**config.mk**
```make
export PLATFORM = sky130hd
export DESIGN_NAME = keyword_token_scanner_core
export DESIGN_NICKNAME = d
export VERILOG_FILES = /design/src/rtl/core/kts_pkg.sv /design/src/rtl/core/kts_lexer.sv /design/src/rtl/core/kts_fifo.sv /design/src/rtl/core/keyword_token_scanner_core.sv
export SDC_FILE = /design/constraint.sdc
export NUM_CORES = 1
export LEC_CHECK = 0
export BUFFER_PORTS_ARGS = -buffer_cell sky130_fd_sc_hd__buf_2
export CORE_AREA = 2 2 148 186
export CTS_CLUSTER_DIAMETER = 150
export DETAILED_ROUTE_END_ITERATION = 10
export DIE_AREA = 0 0 150 188
export PLACE_DENSITY = 0.52
export SYNTH_ARGS = -nofsm -noshare
export SYNTH_HDL_FRONTEND = slang
export SYNTH_SLANG_ARGS = --single-unit
```
**constraint.sdc**
```tcl
create_clock -name clk -period 5.1 [get_ports clk]
set_input_delay 0.255 -clock clk [delete_from_list [all_inputs] [get_ports clk]]
set_output_delay 0.255 -clock clk [all_outputs]
set_load 0.03 [all_outputs]
```
**src/rtl/core/kts_pkg.sv**
```systemverilog
// Package for the keyword token scanner: item types, token codes, keyword tables.
// No dependencies.
`timescale 1ns / 1ps

package kts_pkg;

    typedef enum logic [2:0] {
        TOK_INCLUDE = 3'd0,
        TOK_FN      = 3'd1,
        TOK_END     = 3'd2,
        TOK_ID      = 3'd3,
        TOK_LPAREN  = 3'd4,
        TOK_RPAREN  = 3'd5,
        TOK_STRING  = 3'd6
    } tok_type_t;

    typedef struct packed {
        logic [7:0] char_byte;
        logic       line_end;
    } in_item_t;

    typedef struct packed {
        tok_type_t  token_type;
        logic [7:0] text_start;
        logic [8:0] text_length;
        logic [7:0] body_start;
        logic [8:0] body_length;
        logic       overflow;
        logic       last_in_run;
    } out_item_t;

    // up to two tokens produced by one byte, in emission order
    typedef struct packed {
        logic [1:0] count;
        out_item_t  first;
        out_item_t  second;
    } res_bundle_t;

    localparam logic [7:0] CH_QUOTE  = 8'h22;
    localparam logic [7:0] CH_LPAREN = 8'h28;
    localparam logic [7:0] CH_RPAREN = 8'h29;
    localparam logic [7:0] CH_SPACE  = 8'h20;

    localparam int unsigned NUM_KW = 3;
    localparam logic [NUM_KW-1:0] KW_ALL = '1;

    localparam logic [2:0] KW_LEN [0:NUM_KW-1] = '{3'd7, 3'd2, 3'd3};

    localparam logic [7:0] KW_TEXT [0:NUM_KW-1][0:7] = '{
        '{"i", "n", "c", "l", "u", "d", "e", 8'h00},
        '{"f", "n", 8'h00, 8'h00, 8'h00, 8'h00, 8'h00, 8'h00},
        '{"e", "n", "d", 8'h00, 8'h00, 8'h00, 8'h00, 8'h00}
    };

    localparam int unsigned FIFO_DEPTH = 4;
    localparam int unsigned FIFO_AW    = 2;
    localparam int unsigned FIFO_CW    = 3;

endpackage

```
**src/rtl/core/kts_lexer.sv**
```systemverilog
// Line scanner state and the single-pass token decode for one byte.
// Depends on kts_pkg.
`timescale 1ns / 1ps

module kts_lexer #(
    parameter int unsigned MAX_LINE = 256
) (
    input  logic                clk,
    input  logic                rst_n,
    input  logic                step,
    input  kts_pkg::in_item_t   item,
    output kts_pkg::res_bundle_t res
);
    import kts_pkg::*;

    localparam int unsigned PW = $clog2(MAX_LINE + 1);

    logic              quote_open_reg, quote_open_next;
    logic [PW-1:0]     line_pos_reg, line_pos_next;
    logic [7:0]        word_start_reg, word_start_next;
    logic [PW-1:0]     word_len_reg, word_len_next;
    logic [7:0]        body_start_reg, body_start_next;
    logic [PW-1:0]     body_len_reg, body_len_next;
    logic [NUM_KW-1:0] kw_flags_reg, kw_flags_next;
    logic              ovf_seen_reg, ovf_seen_next;

    logic              byte_ovf, ovf;
    logic              is_quote, is_lp, is_rp, is_sep;
    logic              do_close, do_open, do_body, do_sep, do_word;
    logic              q_mid, flush, word_tok, par_tok;
    logic [7:0]        ws_mid, bs_mid;
    logic [PW-1:0]     wl_mid, bl_mid;
    logic [NUM_KW-1:0] fl_mid;
    tok_type_t         word_type;
    out_item_t         tok_str, tok_word, tok_par;
    logic [1:0]        cnt;

    always_comb
    begin
        byte_ovf = line_pos_reg >= PW'(MAX_LINE);
        ovf      = ovf_seen_reg | byte_ovf;
        is_quote = item.char_byte == CH_QUOTE;
        is_lp    = item.char_byte == CH_LPAREN;
        is_rp    = item.char_byte == CH_RPAREN;
        is_sep   = is_lp | is_rp | (item.char_byte == CH_SPACE);

        do_close = !byte_ovf & is_quote & quote_open_reg;
        do_open  = !byte_ovf & is_quote & !quote_open_reg;
        do_body  = !byte_ovf & !is_quote & quote_open_reg;
        do_sep   = !byte_ovf & !is_quote & !quote_open_reg & is_sep;
        do_word  = !byte_ovf & !is_quote & !quote_open_reg & !is_sep;

        q_mid  = (quote_open_reg | do_open) & !do_close;
        ws_mid = word_start_reg;
        wl_mid = word_len_reg;
        fl_mid = kw_flags_reg;
        bs_mid = body_start_reg;
        bl_mid = body_len_reg;

        if (do_close)
        begin
            ws_mid = '0;
            wl_mid = '0;
            fl_mid = KW_ALL;
            bs_mid = '0;
            bl_mid = '0;
        end
        if (do_open)
        begin
            bs_mid = 8'(line_pos_reg + PW'(1));
            bl_mid = '0;
        end
        if (do_body)
        begin
            bl_mid = body_len_reg + PW'(1);
        end
        if (do_word)
        begin
            if (word_len_reg == '0)
            begin
                ws_mid = 8'(line_pos_reg);
            end
            for (int k = 0; k < NUM_KW; k++)
            begin
                if (word_len_reg >= PW'(KW_LEN[k]) ||
                    KW_TEXT[k][word_len_reg[2:0]] != item.char_byte)
                begin
                    fl_mid[k] = 1'b0;
                end
            end
            wl_mid = word_len_reg + PW'(1);
        end

        flush    = do_sep | (item.line_end & !q_mid);
        word_tok = flush & (wl_mid != '0);
        par_tok  = do_sep & (is_lp | is_rp);

        priority if (fl_mid[0] && wl_mid == PW'(KW_LEN[0]))
            word_type = TOK_INCLUDE;
        else if (fl_mid[1] && wl_mid == PW'(KW_LEN[1]))
            word_type = TOK_FN;
        else if (fl_mid[2] && wl_mid == PW'(KW_LEN[2]))
            word_type = TOK_END;
        else
            word_type = TOK_ID;

        tok_str             = '0;
        tok_str.token_type  = TOK_STRING;
        tok_str.text_start  = (word_len_reg != '0) ? word_start_reg : 8'd0;
        tok_str.text_length = 9'(word_len_reg);
        tok_str.body_start  = body_start_reg;
        tok_str.body_length = 9'(body_len_reg);
        tok_str.overflow    = ovf;

        tok_word            = '0;
        tok_word.token_type = word_type;
        tok_word.overflow   = ovf;
        if (word_type == TOK_ID)
        begin
            tok_word.text_start  = ws_mid;
            tok_word.text_length = 9'(wl_mid);
        end

        tok_par            = '0;
        tok_par.token_type = is_lp ? TOK_LPAREN : TOK_RPAREN;
        tok_par.overflow   = ovf;

        cnt = {1'b0, do_close} + {1'b0, word_tok} + {1'b0, par_tok};

        res.count  = step ? cnt : 2'd0;
        res.first  = do_close ? tok_str : (word_tok ? tok_word : tok_par);
        res.second = tok_par;
        res.first.last_in_run  = cnt == 2'd1;
        res.second.last_in_run = 1'b1;

        quote_open_next = quote_open_reg;
        line_pos_next   = line_pos_reg;
        word_start_next = word_start_reg;
        word_len_next   = word_len_reg;
        body_start_next = body_start_reg;
        body_len_next   = body_len_reg;
        kw_flags_next   = kw_flags_reg;
        ovf_seen_next   = ovf_seen_reg;

        if (step)
        begin
            if (item.line_end)
            begin
                quote_open_next = 1'b0;
                line_pos_next   = '0;
                word_start_next = '0;
                word_len_next   = '0;
                body_start_next = '0;
                body_len_next   = '0;
                kw_flags_next   = KW_ALL;
                ovf_seen_next   = 1'b0;
            end
            else if (byte_ovf)
            begin
                ovf_seen_next = 1'b1;
            end
            else
            begin
                quote_open_next = q_mid;
                line_pos_next   = line_pos_reg + PW'(1);
                word_start_next = flush ? 8'd0 : ws_mid;
                word_len_next   = flush ? '0 : wl_mid;
                kw_flags_next   = flush ? KW_ALL : fl_mid;
                body_start_next = bs_mid;
                body_len_next   = bl_mid;
            end
        end
    end

    always_ff @(posedge clk or negedge rst_n)
    begin
        if (!rst_n)
        begin
            quote_open_reg <= 1'b0;
            line_pos_reg   <= '0;
            word_start_reg <= '0;
            word_len_reg   <= '0;
            body_start_reg <= '0;
            body_len_reg   <= '0;
            kw_flags_reg   <= KW_ALL;
            ovf_seen_reg   <= 1'b0;
        end
        else
        begin
            quote_open_reg <= quote_open_next;
            line_pos_reg   <= line_pos_next;
            word_start_reg <= word_start_next;
            word_len_reg   <= word_len_next;
            body_start_reg <= body_start_next;
            body_len_reg   <= body_len_next;
            kw_flags_reg   <= kw_flags_next;
            ovf_seen_reg   <= ovf_seen_next;
        end
    end

endmodule

```
**src/rtl/core/kts_fifo.sv**
```systemverilog
// Token queue: takes up to two tokens a cycle, hands out one a cycle unless stalled.
// Depends on kts_pkg.
`timescale 1ns / 1ps

module kts_fifo (
    input  logic                 clk,
    input  logic                 rst_n,
    input  kts_pkg::res_bundle_t push,
    output logic                 room,
    output logic                 valid,
    input  logic                 stall,
    output kts_pkg::out_item_t   head
);
    import kts_pkg::*;

    out_item_t          mem [FIFO_DEPTH];
    logic [FIFO_AW-1:0] rd_ptr_reg, rd_ptr_next;
    logic [FIFO_AW-1:0] wr_ptr_reg, wr_ptr_next;
    logic [FIFO_CW-1:0] count_reg, count_next;
    logic               pop;

    always_comb
    begin
        valid       = count_reg != '0;
        room        = count_reg <= FIFO_CW'(FIFO_DEPTH - 2);
        head        = mem[rd_ptr_reg];
        pop         = valid & !stall;
        rd_ptr_next = rd_ptr_reg + FIFO_AW'(pop);
        wr_ptr_next = wr_ptr_reg + FIFO_AW'(push.count);
        count_next  = count_reg + FIFO_CW'(push.count) - FIFO_CW'(pop);
    end

    always_ff @(posedge clk)
    begin
        if (push.count != 2'd0)
        begin
            mem[wr_ptr_reg] <= push.first;
        end
        if (push.count == 2'd2)
        begin
            mem[wr_ptr_reg + FIFO_AW'(1)] <= push.second;
        end
    end

    always_ff @(posedge clk or negedge rst_n)
    begin
        if (!rst_n)
        begin
            rd_ptr_reg <= '0;
            wr_ptr_reg <= '0;
            count_reg  <= '0;
        end
        else
        begin
            rd_ptr_reg <= rd_ptr_next;
            wr_ptr_reg <= wr_ptr_next;
            count_reg  <= count_next;
        end
    end

endmodule

```
**src/rtl/core/keyword_token_scanner_core.sv**
```systemverilog
// Keyword token scanner: one byte per cycle in, tokens out via a 4-entry queue.
// Path: an accepted byte is held in the input register, decoded, and its tokens written to the queue.
// Throughput: one byte per cycle while the token queue holds two or fewer tokens;
// bytes giving two tokens are bounded by the one-token-per-cycle output.
// Reset: asynchronous, active low; clears line state, input valid flag and queue pointers and count.
// Depends on kts_pkg, kts_lexer, kts_fifo.
`timescale 1ns / 1ps

module keyword_token_scanner_core #(
    parameter int unsigned MAX_LINE = 256
) (
    input  logic               clk,
    input  logic               rst_n,
    input  logic               char_valid,
    output logic               char_stall,
    input  kts_pkg::in_item_t  char_item,
    output logic               token_valid,
    input  logic               token_stall,
    output kts_pkg::out_item_t token_item
);
    import kts_pkg::*;

    logic        char_valid_reg, char_valid_next;
    in_item_t    char_item_reg;
    logic        room;
    logic        step;
    res_bundle_t res;

    always_comb
    begin
        step            = char_valid_reg & room;
        char_stall      = char_valid_reg & !room;
        char_valid_next = char_stall ? char_valid_reg : char_valid;
    end

    always_ff @(posedge clk or negedge rst_n)
    begin
        if (!rst_n)
        begin
            char_valid_reg <= 1'b0;
        end
        else
        begin
            char_valid_reg <= char_valid_next;
        end
    end

    always_ff @(posedge clk)
    begin
        if (char_valid && !char_stall)
        begin
            char_item_reg <= char_item;
        end
    end

    kts_lexer #(
        .MAX_LINE (MAX_LINE)
    ) u_lexer (
        .clk   (clk),
        .rst_n (rst_n),
        .step  (step),
        .item  (char_item_reg),
        .res   (res)
    );

    kts_fifo u_fifo (
        .clk   (clk),
        .rst_n (rst_n),
        .push  (res),
        .room  (room),
        .valid (token_valid),
        .stall (token_stall),
        .head  (token_item)
    );

endmodule

```
==> Word level (Yosys, flattened, before mapping) <==
Memory sizes are Yosys's and may differ from the RTL's.
Index checks and enable logic that the tools add are counted.
{ "totals": {"regBits": 65, "ramBits": 156, "mem_bits_ro": 192, "inputBits": 13, "out_inout_bits": 41, "wordCells": 150, "mem_count": 4} }
{ "memory_table": {"columns": ["memory", "depth", "word_bits", "rd", "rd_clocked_by_memory_dff", "write_ports", "line_no", "text"], "rows": [
  ["u_fifo.mem", 4, 39, 1, 0, 2, "kts_fifo.sv:16", "out_item_t mem [FIFO_DEPTH];"],
  ["(no name shown)", 8, 8, 1, 0, 0, "kts_lexer.sv:86", "KW_TEXT[k][word_len_reg[2:0]] != item.char_byte)"],
  ["(no name shown)", 8, 8, 1, 0, 0, "kts_lexer.sv:86", null],
  ["(no name shown)", 8, 8, 1, 0, 0, "kts_lexer.sv:86", null]
]} }
{ "op_classes": {"addsub": 10, "order_cmp": 6, "eq_ne": 14, "n_mux": 53, "bitwise": 21, "n_reduce_logical": 28} }
{ "op_table": {"columns": ["operator", "n"], "rows": [
  ["$mux 8", 17],
  ["$mux 9", 12],
  ["$mux 39", 2],
  ["$eq 8x6->1 const B", 4],
  ["$add 9x1->9 const B", 3],
  ["$ne 8x8->1", 3],
  ["$mux 3", 7],
  ["$eq 9x2->1 const B", 2],
  ["$ge 9x2->1 const B", 2],
  ["$reduce_bool 9->1", 2],
  ["$mux 17", 1],
  ["$and 1x1->1", 15],
  ["$mux 1", 13],
  ["$eq 9x3->1 const B", 1],
  ["$ge 9x3->1 const B", 1],
  ["$ge 9x9->1 const B", 1],
  ["$logic_not 1->1", 9],
  ["$logic_not 9->1", 1],
  ["$reduce_and 3->1", 2],
  ["$reduce_bool 3->1", 2],
  ["$or 1x1->1", 5],
  ["$add 2x1->2", 2],
  ["$ge 4x4->1 const B", 1],
  ["$logic_and 1x1->1", 4],
  ["other kinds (16)", 20]
]} }

==> Logic depth before layout (Yosys ltp) <==
{ "depth": {"word_depth": 16, "depth_mapped": 19} }

==> Hierarchy <==
A second synthesis with hierarchy kept.
{ "hier_totals": {"cells_unflattened": 897, "area_unflattened_um2": 12116.6} }
{ "by_module_without_submodules": {"columns": ["module", "instances", "cells_per_inst", "area_each_um2", "seq_area_each_um2"], "rows": [
  ["kts_fifo", 1, 419, 7985.2, 4859.7],
  ["kts_lexer", 1, 463, 3797.4, 1204.9],
  ["keyword_token_scanner_core", 1, 15, 334.1, 295.3]
]} }

==> Least setup slack after synthesis <==
OpenSTA, ideal clock, no wires.
{ "synth_path": {"kind": "reg-to-reg", "from": "register char_item_reg[3] (netlist name)", "to": "memory u_fifo.mem[0][28] (netlist name)", "setup_ps": 81, "t_arrival_ps": 4466, "path_slack_ps": 554, "stages_incl_launch_ff": 18, "n_path_buf": 1, "path_cell_list": "edfxtp_1 nor4_4 nand2_1 nor4_1 ha_1 clkbuf_8 clkinv_1 o21ai_0 mux2i_1 nor3b_2 a21oi_2 inv_2 fa_1 nor2_1 nor2_1 nor3_1 nand2_1 o211ai_1"} }
{ "synth_lines": {"columns": ["element", "line_no", "text"], "rows": [
  ["from (decl)", "keyword_token_scanner_core.sv:24", "in_item_t char_item_reg;"],
  ["from (signal assigned)", "keyword_token_scanner_core.sv:52", "char_item_reg <= char_item;"],
  ["to (decl)", "kts_fifo.sv:16", null]
]} }

==> results.md <==
- Status: finished, final reports clean
- Clock latency on the worst-skew pair: 0.53 ns
- CP peak stage delay: 0.62 ns
- Vias in the first global route: 8336
- Total global routing track utilization: 21.4%
- XOR/XNOR share of the synthesized area: approximately 1.6%
- LEAKAGE: 4.59 nW
- Most common cell in the synthesized netlist: nand2_1
- Max reg flops: 156
- Dpl hpwl: 20.2 mm
- Maximum operating frequency: approximately 210 MHz
- Setup WS pre-CTS: 0.282 ns
- Cell Area, Synth: 10400 µm²
- Critical Path RT: ~5.5 ns
- Synth Warn #: 0
- Slew Limit Fails: 0
- PD cells: roughly 510 nW/µm²
- Clk slew on worst S/H paths: 0.06 ns
- Most Crowded Layer GR: met2
- Core ar.: 26500 µm²
- Main flop type after synthesis: dfxtp_1
- Share of the synthesized area in the top cell type: around 28%
- Post-synthesis compound-gate area fraction: 20.8%
- DR WL/cell: 20.1 µm
- Layout cells sized above 1: 19.0%
- Cell taking the most area after synthesis: dfxtp_1
- Area of the multi-input gates: 5120 µm²
- Type of origin of the critical path: flop
- ANT nets after route: 0
- WP data arrival: between 5 and 6 ns
- Via count: 8184
- Tmin final: between 4 and 5 ns
- Initial antenna violation count: 0
- Crit-path cells: nor4_4 > nand2_1 > nor4_1 > ha_2 > clkinv_1 > buf_4 > and3_1 > nor3b_2 > a21oi_2 > inv_2 > fa_1 > a21oi_2 > nand2_1 > buf_4 > or3_1 > o221ai_2
- Post-synthesis cell count: between 1000 and 1500
- Initial DRC Count: 400
- H-Tree Depth: 1
- Met3 Usage GRT: under 10%
- Rows: 67
- TritonRoute pass-1 iters: 5
- DRC Markers: 0
- Layout Nets: 1144
- Crit path max fanout: 21
- Post-Synth Simple-Gate Area: between 10% and 20%
- Avg Cell Area, Syn: slightly below 10 µm²
- Adder-cell share of the synthesized area: approximately 2.4%
- Buffer depth of the longest clock path: 3
- Post-synthesis mux area share: under 10%
- Met2 Usage GRT: a little under two fifths
- Initial Util: around two fifths
- Number of synthesized flops with an enable pin: 17
- Sequential-to-total area share from yosys stat: a little under half
- IO buf count: 53
- Relative slew slack: approximately two fifths
- Seq cells post-synth: approximately 220
- Final Hold Viols: 0
- Largest family of logic cells by synthesized area: compound AO/OA/AOI/OAI gates
- Setup-failing EPs final: 0
- CTS tree: built
- Final period util: about nine tenths
- Area Overhead vs Synth: 15.2%
- Root Buffer: clkbuf_16
- Ports: 54
- Synth area leaders: dfxtp_1 (28%), dfrtp_1 (13%), mux4_2 (8.4%)
- Total Power: 6.16 mW
- Routed vias/inst: 5.55
- WL final: 29.6 mm
- Total congestion overflow: 0
- Register area: 4880 µm²
- Critical path type: reg -> reg
- First-pass GRT wire length: approximately 47 mm
- Max-cap violations: 0
- Reg2Reg Setup Slack: 0.41 ns
- Die H: 188 µm
- VDD IR-drop max: 0.297 mV
- Die area: 28200 µm²
- Post-Route Setup TNS: 0 ns
- Worst-Margin Slew: 0.886 ns
- Antenna diodes: 0
- CTS Sinks: 221
- Netlist cell types: approximately 80
- Syn nets: 1084
- Final worst setup slack: 0.415 ns
- Unrepaired setup endpoints after global routing: no
- TritonCTS buffer count: 24
- Slowest cell on the critical path: or3_1
- Hold WC Path Type: in -> reg
- Chip width: 150 µm
- Met1 usage: 27.6%
- Fin util: 45.3%
- Largest net degree at the start of global routing: 57
- Post-synth top cells: nand2_1 (204), dfxtp_1 (148), o21ai_0 (105)
- Clk_skew: 0.0192 ns
- Most flop-heavy register: u_fifo.mem
- Synth async-reset ratio: 25.3%
- Routability cong.: 0.840
- Final-layout fill cell count: 2606
- Critical Path Sink Type: flop
==> cells by family after synthesis <==
family	Yosys count
and+or+nand+nor	349
buffers and inverters	102
adders and majority gates	19
xor gates and xnor gates	19
AOI/OAI and AO/OA	298
DFF	221
muxes	44
==> routing by layer <==
layer  up-vias  wire (µm)
li1       3951          -
met1      3998      12900
met2       193      14600
met3        42       1440
met4         0        674
met5         -          0
==> placed cells by master (no fill, tap or decap), types with 10 or more instances in the layout <==
cell type / Yosys / final
nand2_1: 204 / 204
dfxtp_1: 148 / 148
o21ai_0: 105 / 105
buf_2: 5 / 53
nor2_1: 51 / 51
dfrtp_1: 53 / 51
a22o_1: 45 / 45
mux4_2: 39 / 39
buf_4: 2 / 36
inv_1: 34 / 34
o211ai_1: 30 / 30
a21oi_1: 30 / 28
clkbuf_16: 0 / 25
edfxtp_1: 17 / 17
ha_1: 17 / 16
xnor2_1: 13 / 13
nand3_1: 13 / 13
o22ai_1: 11 / 11
dlygate4sd3_1: 0 / 11
and3_1: 10 / 10
==> what timing repair did <==
action | 4_1_cts | 5_1_grt
resized for setup | 0 | 1
setup endpoints to repair | 0 | 8
endpoints found under the hold margin | 63 | 0
buffers inserted | 0 | 0
hold buffers | 11 | 0
==> stage by stage <==
| stage | std cells | hold WS (ns) | area, µm² |
|---|---|---|---|
| global placement | 1420 | 0.430 | 11100 |
| floorplan | 1052 | -0.0406 | 10400 |
| finish | 1475 | 0.175 | 12000 |
| global route | 1475 | 0.190 | 12000 |
| CTS | 1475 | 0.167 | 12000 |
| detailed placement | 1420 | 0.433 | 11100 |
==> area by class of cell <==
type / count / share of cell area, %
Clock buffer: 39 / 6.31
Clock inverter: 5 / 0.323
Inverter: 36 / 1.13
Multi-Input combinational cell: 729 / 42.6
Sequential cell: 221 / 40.6
Tap cell: 345 / 3.59
Timing Repair Buffer: 100 / 5.38
==> worst max-delay path: cells and delay by family (launching register included) <==
kind            cells  cell delay [ns]
buf+inv             4             0.63
compound gates      3             0.64
simple gates        7             2.01
flops               1             0.48
fa+ha+maj           2             0.84
==> path summary, 6_finish.rpt <==
check	from	to	depth (start not counted)
setup / recovery	char_item_reg[3]	u_fifo.mem[2][29]	16
hold / removal	token_stall	u_fifo.rd_ptr_reg[0]	3
setup reg to reg	char_item_reg[3]	u_fifo.mem[2][29]	16
hold reg to reg	u_fifo.mem[1][16]	u_fifo.mem[1][16]	2
max in group asynchronous	rst_n	u_lexer.body_len_reg[5]	3
min in group asynchronous	rst_n	u_lexer.word_len_reg[8]	3
==> where the power goes <==
part	internal [mW]	switching [mW]
combinational	0.761	1.38
clock	1.02	0.723
sequential	2.01	0.271
total	3.79	2.37
Power figures use the tool's default switching activity.
